`config.mk`:
```
export PLATFORM = sky130hd
export DESIGN_NAME = printf_field_formatter
export DESIGN_NICKNAME = d
export VERILOG_FILES = /design/src/rtl/pff_pkg.sv /design/src/rtl/pff_digit_unit.sv /design/src/rtl/printf_field_formatter.sv
export SDC_FILE = /design/constraint.sdc
export NUM_CORES = 2
export LEC_CHECK = 0
export ABC_CLOCK_PERIOD_IN_PS = 8189
export BUFFER_PORTS_ARGS = -buffer_cell sky130_fd_sc_hd__buf_4
export CAP_MARGIN = 20
export CORE_MARGIN = 2
export CORE_UTILIZATION = 50
export CTS_CLUSTER_DIAMETER = 30
export DETAILED_ROUTE_END_ITERATION = 6
export PLACE_DENSITY = 0.63
export SLEW_MARGIN = 10
export SYNTH_ARGS = -nofsm -noshare
export SYNTH_HDL_FRONTEND = slang
export SYNTH_SLANG_ARGS = --single-unit
```
`constraint.sdc`:
```
create_clock -name aclk -period 8.19 [get_ports aclk]
set_input_delay 0.4095 -clock aclk [delete_from_list [all_inputs] [get_ports aclk]]
set_output_delay 0.4095 -clock aclk [all_outputs]
set_load 0.1 [all_outputs]
```
`src/rtl/pff_pkg.sv`:
```
// Shared types, constants and character helpers for the printf field formatter.
`timescale 1ns / 1ps
`default_nettype none

package pff_pkg;

    localparam int MAX_WIDTH_DEF = 64;
    localparam int CNT_W         = 8;
    localparam int DBUF_DEPTH    = 16;
    localparam int DBUF_AW       = $clog2(DBUF_DEPTH);
    localparam int DLEN_W        = DBUF_AW + 1;

    // ceil(2^35 / 10): x / 10 == (x * RECIP10) >> 35 for any 32-bit x
    localparam logic [31:0] RECIP10 = 32'hCCCC_CCCD;

    localparam logic [7:0] CH_SPACE = 8'h20;
    localparam logic [7:0] CH_ZERO  = 8'h30;
    localparam logic [7:0] CH_MINUS = 8'h2D;
    localparam logic [7:0] CH_X     = 8'h78;
    localparam logic [7:0] CH_PCT   = 8'h25;
    localparam logic [7:0] CH_A_LO  = 8'h61;
    localparam logic [7:0] CH_A_UP  = 8'h41;

    typedef enum logic [2:0] {
        KIND_LIT  = 3'd0,
        KIND_CHAR = 3'd1,
        KIND_DEC  = 3'd2,
        KIND_UDEC = 3'd3,
        KIND_HEXL = 3'd4,
        KIND_HEXU = 3'd5,
        KIND_PTR  = 3'd6,
        KIND_PCT  = 3'd7
    } kind_t;

    // Command into the digit unit
    typedef struct packed {
        logic        start;
        logic        hex;
        logic [63:0] value;
    } pff_dcmd_t;

    // One digit out of the digit unit, least significant first
    typedef struct packed {
        logic       valid;
        logic       last;
        logic [3:0] digit;
    } pff_dig_t;

    function automatic logic [7:0] digit_char(input logic [3:0] d, input logic upper);
        logic [7:0] base;
        begin
            base = upper ? CH_A_UP : CH_A_LO;
            if (d < 4'd10) begin
                digit_char = CH_ZERO + {4'b0000, d};
            end else begin
                digit_char = base + {4'b0000, d} - 8'd10;
            end
        end
    endfunction

endpackage

`default_nettype wire

```
`src/rtl/pff_digit_unit.sv`:
```
// Shared digit extractor: nibble shift for hex, reciprocal divide by ten for decimal.
`timescale 1ns / 1ps
`default_nettype none

module pff_digit_unit
    import pff_pkg::*;
(
    input  logic      aclk,
    input  logic      aresetn,
    input  pff_dcmd_t cmd,
    output pff_dig_t  dig
);

    logic        busy_reg, busy_next;
    logic        phase_reg, phase_next;
    logic        hex_reg;
    logic [63:0] val_reg, val_next;
    logic [63:0] prod_reg, prod_next;
    logic [28:0] quo;
    logic [3:0]  q10_lo;
    logic [3:0]  rem;

    assign prod_next = val_reg[31:0] * RECIP10;
    assign quo       = prod_reg[63:35];
    // remainder is below ten, so the low four bits of x - 10q are enough
    assign q10_lo    = {quo[0], 3'b000} + {quo[2:0], 1'b0};
    assign rem       = val_reg[3:0] - q10_lo;

    always_comb begin
        dig        = '0;
        busy_next  = busy_reg;
        phase_next = phase_reg;
        val_next   = val_reg;
        if (cmd.start) begin
            busy_next  = 1'b1;
            phase_next = 1'b0;
            val_next   = cmd.value;
        end else if (busy_reg) begin
            if (hex_reg) begin
                dig.valid = 1'b1;
                dig.digit = val_reg[3:0];
                dig.last  = (val_reg[63:4] == 60'd0);
                val_next  = {4'b0000, val_reg[63:4]};
                if (dig.last) begin
                    busy_next = 1'b0;
                end
            end else if (!phase_reg) begin
                // wait for the product register to load
                phase_next = 1'b1;
            end else begin
                dig.valid  = 1'b1;
                dig.digit  = rem;
                dig.last   = (quo == 29'd0);
                val_next   = {35'd0, quo};
                phase_next = 1'b0;
                if (dig.last) begin
                    busy_next = 1'b0;
                end
            end
        end
    end

    always_ff @(posedge aclk) begin
        if (!aresetn) begin
            busy_reg  <= 1'b0;
            phase_reg <= 1'b0;
        end else begin
            busy_reg  <= busy_next;
            phase_reg <= phase_next;
        end
        val_reg  <= val_next;
        prod_reg <= prod_next;
        if (cmd.start) begin
            hex_reg <= cmd.hex;
        end
    end

endmodule

`default_nettype wire

```
`src/rtl/printf_field_formatter.sv`:
```
// Decimal conversions extract up to 10 digits, hex up to 8 and pointer up to 16; the ST_CALC and
// ST_SIZE sizing states then run before the first character reaches the output register.
// Throughput: one character per cycle while m_tready is high; the next conversion is accepted
// once the last character of the current one is loaded into the output register.
// Literal and illegal conversions go from acceptance straight to the emit state for their single character.
// Reset (aresetn low, synchronous) returns the sequencer to idle and empties the output register.
`timescale 1ns / 1ps
`default_nettype none

module printf_field_formatter
    import pff_pkg::*;
#(
    parameter int MAX_WIDTH = MAX_WIDTH_DEF
) (
    input  logic        aclk,
    input  logic        aresetn,
    input  logic        s_tvalid,
    output logic        s_tready,
    // [63:0] value, [64] left_align, [65] zero_pad, [72:66] width, [73] has_precision,
    // [79:74] precision
    input  logic [79:0] s_tdata,
    // [2:0] kind
    input  logic [2:0]  s_tuser,
    output logic        m_tvalid,
    input  logic        m_tready,
    // [7:0] out_char
    output logic [7:0]  m_tdata,
    output logic        m_tlast,
    // [0] error
    output logic [0:0]  m_tuser
);

    localparam logic [CNT_W-1:0] MAXW  = CNT_W'(MAX_WIDTH);
    localparam logic [CNT_W-1:0] MAXPR = CNT_W'(MAX_WIDTH - 1);

    typedef enum logic [4:0] {
        ST_IDLE   = 5'b00001,
        ST_DIGITS = 5'b00010,
        ST_CALC   = 5'b00100,
        ST_SIZE   = 5'b01000,
        ST_EMIT   = 5'b10000
    } state_t;

    state_t             state_reg, state_next;
    logic [7:0]         lit_reg, lit_next;
    logic               use_lit_reg, use_lit_next;
    logic               err_reg, err_next;
    logic               upper_reg, upper_next;
    logic               la_reg, la_next;
    logic               zok_reg, zok_next;
    logic               hp_reg, hp_next;
    logic [CNT_W-1:0]   w_reg, w_next;
    logic [5:0]         pr_reg, pr_next;
    logic [7:0]         pre0_reg, pre0_next;
    logic [7:0]         pre1_reg, pre1_next;
    logic [1:0]         plen_reg, plen_next;
    logic [DLEN_W-1:0]  dlen_reg, dlen_next;
    logic [CNT_W-1:0]   z_reg, z_next;
    logic [CNT_W-1:0]   len_reg, len_next;
    logic [CNT_W-1:0]   padl_reg, padl_next;
    logic [CNT_W-1:0]   padr_reg, padr_next;
    logic [1:0]         pcnt_reg, pcnt_next;
    logic [DLEN_W-1:0]  dcnt_reg, dcnt_next;
    logic [CNT_W-1:0]   total_reg, total_next;
    logic               m_tvalid_reg, m_tvalid_next;
    logic [7:0]         m_char_reg, m_char_next;
    logic               m_last_reg, m_last_next;
    logic               m_err_reg, m_err_next;
    logic [3:0]         dbuf [DBUF_DEPTH];

    pff_dcmd_t          dcmd;
    pff_dig_t           dig;

    kind_t              in_kind;
    logic [63:0]        in_value;
    logic               in_la, in_zp, in_hp;
    logic [CNT_W-1:0]   in_w, in_pr;
    logic [31:0]        x32, xabs;
    logic               neg, illegal, zero_skip, can_load, accept;
    logic [DLEN_W-1:0]  dcnt_m1;
    logic [DBUF_AW-1:0] rd_idx;
    logic [CNT_W-1:0]   z0, gap;
    logic               wider;

    assign in_kind  = kind_t'(s_tuser);
    assign in_value = s_tdata[63:0];
    assign in_la    = s_tdata[64];
    assign in_zp    = s_tdata[65];
    assign in_hp    = s_tdata[73];
    assign in_w     = ({1'b0, s_tdata[72:66]} > MAXW) ? MAXW : {1'b0, s_tdata[72:66]};
    assign in_pr    = ({2'b00, s_tdata[79:74]} > MAXPR) ? MAXPR : {2'b00, s_tdata[79:74]};

    assign x32  = in_value[31:0];
    assign neg  = (in_kind == KIND_DEC) && x32[31];
    assign xabs = neg ? (32'd0 - x32) : x32;
    assign zero_skip = in_hp && (in_pr == '0) && (xabs == 32'd0);
    assign illegal = (((in_kind == KIND_CHAR) || (in_kind == KIND_PTR)) && (in_zp || in_hp)) ||
                     (((in_kind == KIND_DEC) || (in_kind == KIND_UDEC) ||
                       (in_kind == KIND_HEXL) || (in_kind == KIND_HEXU)) && in_la && in_zp);

    assign s_tready = (state_reg == ST_IDLE);
    assign accept   = s_tvalid && s_tready;
    assign can_load = !m_tvalid_reg || m_tready;
    assign dcnt_m1  = dcnt_reg - DLEN_W'(1);
    assign rd_idx   = dcnt_m1[DBUF_AW-1:0];

    assign z0    = (hp_reg && ({2'b00, pr_reg} > CNT_W'(dlen_reg)))
                   ? ({2'b00, pr_reg} - CNT_W'(dlen_reg)) : '0;
    assign wider = (w_reg > len_reg);
    assign gap   = w_reg - len_reg;

    pff_digit_unit u_digits (
        .aclk    (aclk),
        .aresetn (aresetn),
        .cmd     (dcmd),
        .dig     (dig)
    );

    always_comb begin
        state_next    = state_reg;
        lit_next      = lit_reg;
        use_lit_next  = use_lit_reg;
        err_next      = err_reg;
        upper_next    = upper_reg;
        la_next       = la_reg;
        zok_next      = zok_reg;
        hp_next       = hp_reg;
        w_next        = w_reg;
        pr_next       = pr_reg;
        pre0_next     = pre0_reg;
        pre1_next     = pre1_reg;
        plen_next     = plen_reg;
        dlen_next     = dlen_reg;
        z_next        = z_reg;
        len_next      = len_reg;
        padl_next     = padl_reg;
        padr_next     = padr_reg;
        pcnt_next     = pcnt_reg;
        dcnt_next     = dcnt_reg;
        total_next    = total_reg;
        m_char_next   = m_char_reg;
        m_last_next   = m_last_reg;
        m_err_next    = m_err_reg;
        m_tvalid_next = m_tready ? 1'b0 : m_tvalid_reg;
        dcmd          = '0;

        unique case (state_reg)
            ST_IDLE: begin
                if (accept) begin
                    err_next     = 1'b0;
                    use_lit_next = 1'b0;
                    plen_next    = 2'd0;
                    dlen_next    = '0;
                    upper_next   = (in_kind == KIND_HEXU);
                    la_next      = in_la;
                    w_next       = in_w;
                    pr_next      = in_pr[5:0];
                    hp_next      = 1'b0;
                    zok_next     = 1'b0;
                    priority if (in_kind == KIND_LIT || illegal) begin
                        // single character, no padding
                        lit_next     = (in_kind == KIND_LIT) ? in_value[7:0] : 8'h00;
                        err_next     = (in_kind != KIND_LIT);
                        use_lit_next = 1'b1;
                        padl_next    = '0;
                        padr_next    = '0;
                        pcnt_next    = 2'd0;
                        z_next       = '0;
                        dcnt_next    = DLEN_W'(1);
                        total_next   = CNT_W'(1);
                        state_next   = ST_EMIT;
                    end else begin
                        unique case (in_kind)
                            KIND_CHAR: begin
                                lit_next     = in_value[7:0];
                                use_lit_next = 1'b1;
                                dlen_next    = DLEN_W'(1);
                                state_next   = ST_CALC;
                            end
                            KIND_PCT: begin
                                lit_next     = CH_PCT;
                                use_lit_next = 1'b1;
                                dlen_next    = DLEN_W'(1);
                                zok_next     = in_zp && !in_la;
                                state_next   = ST_CALC;
                            end
                            KIND_PTR: begin
                                pre0_next  = CH_ZERO;
                                pre1_next  = CH_X;
                                plen_next  = 2'd2;
                                dcmd.start = 1'b1;
                                dcmd.hex   = 1'b1;
                                dcmd.value = in_value;
                                state_next = ST_DIGITS;
                            end
                            default: begin
                                pre0_next = CH_MINUS;
                                plen_next = neg ? 2'd1 : 2'd0;
                                hp_next   = in_hp;
                                zok_next  = !in_hp && in_zp && !in_la;
                                if (zero_skip) begin
                                    state_next = ST_CALC;
                                end else begin
                                    dcmd.start = 1'b1;
                                    dcmd.hex   = (in_kind == KIND_HEXL) ||
                                                 (in_kind == KIND_HEXU);
                                    dcmd.value = {32'd0, xabs};
                                    state_next = ST_DIGITS;
                                end
                            end
                        endcase
                    end
                end
            end
            ST_DIGITS: begin
                if (dig.valid) begin
                    dlen_next = dlen_reg + DLEN_W'(1);
                    if (dig.last) begin
                        state_next = ST_CALC;
                    end
                end
            end
            ST_CALC: begin
                z_next     = z0;
                len_next   = CNT_W'(plen_reg) + z0 + CNT_W'(dlen_reg);
                state_next = ST_SIZE;
            end
            ST_SIZE: begin
                total_next = wider ? w_reg : len_reg;
                if (zok_reg) begin
                    z_next    = z_reg + (wider ? gap : '0);
                    padl_next = '0;
                    padr_next = '0;
                end else begin
                    padl_next = (wider && !la_reg) ? gap : '0;
                    padr_next = (wider && la_reg) ? gap : '0;
                end
                pcnt_next  = plen_reg;
                dcnt_next  = dlen_reg;
                // a zero value with zero precision and no width prints nothing
                state_next = (wider || len_reg != '0) ? ST_EMIT : ST_IDLE;
            end
            ST_EMIT: begin
                if (can_load) begin
                    m_tvalid_next = 1'b1;
                    m_last_next   = (total_reg == CNT_W'(1));
                    m_err_next    = err_reg;
                    total_next    = total_reg - CNT_W'(1);
                    priority if (padl_reg != '0) begin
                        m_char_next = CH_SPACE;
                        padl_next   = padl_reg - CNT_W'(1);
                    end else if (pcnt_reg != 2'd0) begin
                        m_char_next = pre0_reg;
                        pre0_next   = pre1_reg;
                        pcnt_next   = pcnt_reg - 2'd1;
                    end else if (z_reg != '0) begin
                        m_char_next = CH_ZERO;
                        z_next      = z_reg - CNT_W'(1);
                    end else if (dcnt_reg != '0) begin
                        m_char_next = use_lit_reg ? lit_reg : digit_char(dbuf[rd_idx], upper_reg);
                        dcnt_next   = dcnt_m1;
                    end else begin
                        m_char_next = CH_SPACE;
                        padr_next   = padr_reg - CNT_W'(1);
                    end
                    if (total_reg == CNT_W'(1)) begin
                        state_next = ST_IDLE;
                    end
                end
            end
            default: begin
                state_next = ST_IDLE;
            end
        endcase
    end

    always_ff @(posedge aclk) begin
        if (!aresetn) begin
            state_reg    <= ST_IDLE;
            m_tvalid_reg <= 1'b0;
        end else begin
            state_reg    <= state_next;
            m_tvalid_reg <= m_tvalid_next;
        end
        lit_reg     <= lit_next;
        use_lit_reg <= use_lit_next;
        err_reg     <= err_next;
        upper_reg   <= upper_next;
        la_reg      <= la_next;
        zok_reg     <= zok_next;
        hp_reg      <= hp_next;
        w_reg       <= w_next;
        pr_reg      <= pr_next;
        pre0_reg    <= pre0_next;
        pre1_reg    <= pre1_next;
        plen_reg    <= plen_next;
        dlen_reg    <= dlen_next;
        z_reg       <= z_next;
        len_reg     <= len_next;
        padl_reg    <= padl_next;
        padr_reg    <= padr_next;
        pcnt_reg    <= pcnt_next;
        dcnt_reg    <= dcnt_next;
        total_reg   <= total_next;
        m_char_reg  <= m_char_next;
        m_last_reg  <= m_last_next;
        m_err_reg   <= m_err_next;
    end

    // digits land least significant first
    always_ff @(posedge aclk) begin
        if (state_reg == ST_DIGITS && dig.valid) begin
            dbuf[dlen_reg[DBUF_AW-1:0]] <= dig.digit;
        end
    end

    assign m_tvalid   = m_tvalid_reg;
    assign m_tdata    = m_char_reg;
    assign m_tlast    = m_last_reg;
    assign m_tuser[0] = m_err_reg;

    a_err_is_last: assert property (@(posedge aclk) disable iff (!aresetn)
        (m_tvalid && m_tuser[0]) |-> m_tlast)
        else $error("error transaction without last");

    a_digits_in_state: assert property (@(posedge aclk) disable iff (!aresetn)
        dig.valid |-> (state_reg == ST_DIGITS))
        else $error("digit produced outside digit phase");

    a_literal_direct: assert property (@(posedge aclk) disable iff (!aresetn)
        (accept && in_kind == KIND_LIT) |=> (state_reg == ST_EMIT && total_reg == CNT_W'(1)))
        else $error("literal did not go straight to emit");

    a_last_ends: assert property (@(posedge aclk) disable iff (!aresetn)
        (state_reg == ST_EMIT && can_load && total_reg == CNT_W'(1)) |=>
        (state_reg == ST_IDLE && m_tvalid && m_tlast))
        else $error("final character did not return sequencer to idle");

endmodule

`default_nettype wire
```
Yosys cells after proc, flatten, opt, wreduce, memory -nomap -nowiden
Memory sizes are Yosys's and may differ from the RTL's.
Cells that the tools add are included.
Operators by class
  $add $sub $neg: 17
  multipliers: 1
  $lt $le $gt $ge: 4
  equality and inequality tests: 29
  mux-type cells: 95
  bitwise logic cells: 4
  reductions and logical operators: 63
Operator list (number)
  2-to-1 mux 66 bit: 4
  2-to-1 mux 64 bit: 4
  2-to-1 mux 8 bit: 29
  case mux 66 bit (2 select lines): 1
  2-to-1 mux 5 bit: 16
  multiplier 32 x 32 -> 64 bit, second input constant: 1
  logical NOT 60 bit: 1
  case mux 8 bit (2 select lines): 3
  case mux 8 bit (3 select lines): 2
  logical NOT 32 bit: 1
  2-to-1 mux 32 bit: 1
  case mux 8 bit (4 select lines): 1
  subtractor 1 x 32 -> 32 bit, first input constant: 1
  2-to-1 mux 6 bit: 5
  logical NOT 29 bit: 1
  != test 2 bit, second input constant: 14
  case mux 5 bit (5 select lines): 1
  nonzero test 8 bit: 3
  subtractor 8 x 1 -> 8 bit, second input constant: 3
  2-to-1 mux 1 bit: 16
  AND reduction 8 bit: 2
  case mux 5 bit (3 select lines): 1
  logical AND 1 bit: 13
  equality test 3 bit, second input constant: 4
  other kinds (51): 85
Word-level totals
  bits in registers: 229
  RAM bits: 64
  bits of input ports: 87
  output and inout port bits: 12
  word-level logic and storage cells: 243
  memories kept: 1
Memories
  dbuf: depth 16, width 4, read ports 1, clocked after Yosys merged registers in 0, write ports 1, line printf_field_formatter.sv:69  | logic [3:0] dbuf [DBUF_DEPTH];

Logic depth before layout (Yosys ltp)
  depth after elaboration: 15
  gate-level depth with buffers: 28
  gate-level depth less buffers: 28

Cells and area by module
A second synthesis with hierarchy kept.
Second synthesis, totals
  cell total of the unflattened synthesis: 3032
  area total of the unflattened synthesis: 31184.9 µm²
By module, submodules not included
  pff_digit_unit: instances 1, cells an instance 2022, area each 20890.0 µm², sequential area each 2572.5 µm²
  printf_field_formatter: instances 1, cells an instance 1010, area each 10294.9 µm², sequential area each 4654.5 µm²

Worst setup path after synthesis
OpenSTA, ideal clock, no wires.
  path type: flip-flop to flip-flop
  start: register u_digits.val_reg[9]
  end: register u_digits.prod_reg[63]
  setup time: 0.121 ns
  arrival: 6.798 ns
  data required time: 8.069 ns
  path slack: 1.271 ns
  cell stages (with the launch flop): 26
  buffers on the path: 1
  period minus slack after synthesis: 6.919 ns
  cells stage by stage: edfxtp_1 -> ha_1 -> clkbuf_1 -> xor2_1 -> ha_1 -> a21o_1 -> fa_1 -> inv_1 -> fa_1 -> inv_1 -> fa_1 -> fa_1 -> fa_1 -> fa_1 -> ha_1 -> a21oi_1 -> o21ai_0 -> a41o_1 -> a41oi_1 -> a311oi_1 -> nor2_1 -> o21ai_0 -> a21oi_1 -> o311ai_0 -> a21oi_1 -> xnor2_1
On the way
  word-level cells in the longest chain between the ends: 1
Ends and longest elaborated chain
  start, declared: line pff_digit_unit.sv:17  | logic [63:0] val_reg, val_next;
  start signal, assigned: line pff_digit_unit.sv:71  | val_reg <= val_next;
  multiplier 32 x 32 -> 64 bit: line pff_digit_unit.sv:23  | assign prod_next = val_reg[31:0] * RECIP10;
  via u_digits.prod_next[63]: line pff_digit_unit.sv:18  | logic [63:0] prod_reg, prod_next;
  end signal, assigned: line pff_digit_unit.sv:72  | prod_reg <= prod_next;
  end, declared: line pff_digit_unit.sv:18
The timed path passes the listed nets, and every way through them passes these cells.
A chain may end at the register's enable or synchronous reset.

Worst setup path in the final report
  start: register u_digits.val_reg[17]
  end: register u_digits.prod_reg[56]
Same word-level chain as after synthesis.

==> results.json <==
{
  "outcome": "finished clean",
  "dr.pass1.iters": 5,
  "synthMuxAreaShare_pct": 2.71,
  "cp_max_fo": 6,
  "vias": 21900,
  "grt_pass1_vias": 23600,
  "clk_path_buf_depth": 3,
  "maxCapViolCount": 0,
  "tns_ns": 0,
  "cp_common_cell": "inv_1",
  "slowest_delay_ns": 0.60,
  "reg2regPathDepth": 29,
  "die-area_mm2": 0.0623,
  "synth-async-reset-ratio_pct": 0,
  "cts_tree": "built",
  "synthAdderAreaFrac_pct": 42.9,
  "cts.sinks": 253,
  "tightest_slew_ns": 1.07,
  "fp.dieH_um": 250,
  "antenna_found_initial": 1,
  "endpoint": "u_digits.prod_reg[56]",
  "cp-start-kind": "register",
  "hold_violations": 0,
  "first_iter_violations": 1256,
  "drcViolationCount": 0,
  "ioPinCount": 99,
  "gp_congestion": 1.01,
  "wl_per_cell_um": 23.6,
  "synth-seq-cells": 253,
  "mostFrequentLayoutCells": "inv_1 (634), ha_1 (406), fa_1 (392)",
  "mappedNetlistArea_mm2": 0.0301,
  "clk_pin_slew_worst_paths_ns": 0.05,
  "synth_top_family_by_area": "adder cells",
  "initial_core_util_pct": 50.2,
  "portBuffers": 98,
  "hpwl_mm": 79.1,
  "area_growth_pct": 14.7,
  "cts-root-buf": "clkbuf_16",
  "grtUsageTotal_pct": 30.3,
  "required_ns": 8.67,
  "ys_seq_area_share_pct": 24.0,
  "cp_num_buf_inv": 9,
  "final_util_pct": 57.6,
  "synthXorXnorAreaFrac_pct": 3.84,
  "r2r_slack_ns": 0.31,
  "crit_cells": 29,
  "clk_latency_ns": 0.61,
  "numCtsBuffers": 57,
  "synth_compound_area_share_pct": 9.59,
  "r2r-end": "u_digits.prod_reg[56]",
  "core_area_mm2": 0.0600,
  "htree_num_levels": 2,
  "worst_path_max_delay_cell": "fa_1",
  "grt_max_degree": 65,
  "wl_mm": 92.2,
  "nets": 3950,
  "crit_family": "adder cells",
  "crit_path_end_kind": "register",
  "hp-class": "in -> reg",
  "syn_nets": 3734,
  "grt_pass1_wl_mm": 141,
  "finalSetupViolations": 0,
  "synth_cell_types": 81,
  "slew_violations": 0,
  "antenna_left": 0,
  "grt-ovfl-total": 0,
  "crit_path_start": "u_digits.val_reg[17]",
  "die_w_um": 250,
  "final_common_cell": "inv_1",
  "r2r-start": "u_digits.val_reg[17]",
  "period_share_pct": 96.3,
  "drive_gt1_share_pct": 11.8,
  "routed_via_density": 5.62,
  "fillerInstances": 5109,
  "yosys.area_share.simple_pct": 8.16,
  "rsz0062_at_grt": "no",
  "clock_skew_ns": 0.0217,
  "num_rows": 90,
  "max_slew_margin_pct": 28.2,
  "critical_path_class": "reg -> reg",
  "fmaxAchievable_ghz": 0.127,
  "arrival_ns": 8.36,
  "yosysWarningCount": 0,
  "syn_inst": 2849,
  "period_minus_slack_ns": 7.88,
  "synth_flop_cell": "edfxtp_1",
  "synth.avg_cell_area_um2": 10.6,
  "synth_edf_count": 216
}
## metal layers
metal / track usage (%) / wire [µm] / vias up
li1: - / - / 10000
met1: 39.6 / 38700 / 11100
met2: 50.8 / 44800 / 636
met3: 4.46 / 4730 / 177
met4: 11.8 / 3960 / 2
met5: 0 / 11 / -
## cell families (layout without fill, tap and decap cells)
group / count (synthesis) / count (layout)
adder cells (fa/ha/maj): 798 / 798
buffers and inverters: 703 / 968
AND/OR/NAND/NOR: 468 / 468
AO/OA/AOI/OAI: 437 / 437
flip-flops: 253 / 253
XOR/XNOR: 132 / 132
multiplexers: 58 / 58
other: 0 / 3
## cell type report
class / instances / area (µm²) / area share, %
Multi-Input combinational cell: 1893 / 20300 / 58.7
Sequential cell: 253 / 7230 / 20.9
Inverter: 636 / 2390 / 6.91
Timing Repair Buffer: 224 / 1690 / 4.89
Clock buffer: 66 / 1490 / 4.31
Tap cell: 782 / 978 / 2.83
Clock inverter: 42 / 493 / 1.43
Antenna cell: 3 / 7.51 / 0.0217
## worst reg2reg max path, delay by kind of cell (launching register included)
kind,cells,cell delay [ns]
xor+xnor,1,0.14
fa+ha+maj,9,4.14
compound gates,6,1.76
flops,1,0.47
simple gates,4,0.49
buf+inv,9,0.80
## synth_stat cells, types with 13 or more instances
cell        n  area (µm²)
a211oi_1   23         173
a21o_1     59         443
a21oi_1   114         571
a22o_1     32         280
a31oi_1    15        93.8
and2_1     17         106
clkbuf_1   56         210
dfxtp_1    37         741
edfxtp_1  216        6490
fa_1      392        7850
ha_1      406        5080
inv_1     634        2380
mux2i_1    30         300
mux4_2     18         405
nand2_1   108         405
nand2b_1   13        81.3
nand3_1    31         155
nand4_1    20         125
nor2_1     86         323
nor2b_1    38         238
nor3_1     44         220
nor4_1     35         219
o21ai_0    66         330
o21bai_1   14         105
o22ai_1    30         188
or3_1      20         125
xnor2_1    66         578
xor2_1     66         578
## per-stage QoR
| step | setup slack [ns] | hold WS [ns] | instances | cell area, µm² |
|---|---|---|---|---|
| global placement | 0.258 | 0.410 | 3783 | 32500 |
| CTS | 0.138 | 0.00529 | 3895 | 34500 |
| finish | 0.306 | 0.0237 | 3899 | 34600 |
| global route | 0.0373 | 0.00675 | 3896 | 34600 |
| detailed placement | 0.170 | 0.408 | 3783 | 32500 |
| floorplan | 1.27 | 0.400 | 2849 | 30100 |
## worst min path at each step
| stage | to | startpoint | cells past startpoint |
|---|---|---|---|
| detailed placement | m_tuser | err_reg | 0 |
| global route | la_reg | s_tdata[64] | 1 |
| global placement | m_tuser | err_reg | 0 |
| floorplan | m_tuser | err_reg | 0 |
| CTS | la_reg | s_tdata[64] | 1 |
| finish | la_reg | s_tdata[64] | 1 |
## repair_timing
item | CTS | global route
hold buffers | 4 | 0
setup endpoints to repair | 0 | 4
buffers inserted | 0 | 0
endpoints found under the hold margin | 4 | 0
resized for setup | 0 | 4
Power is not shown: default switching activity piles up to over one toggle a cycle in this logic, so the estimate is an artifact.
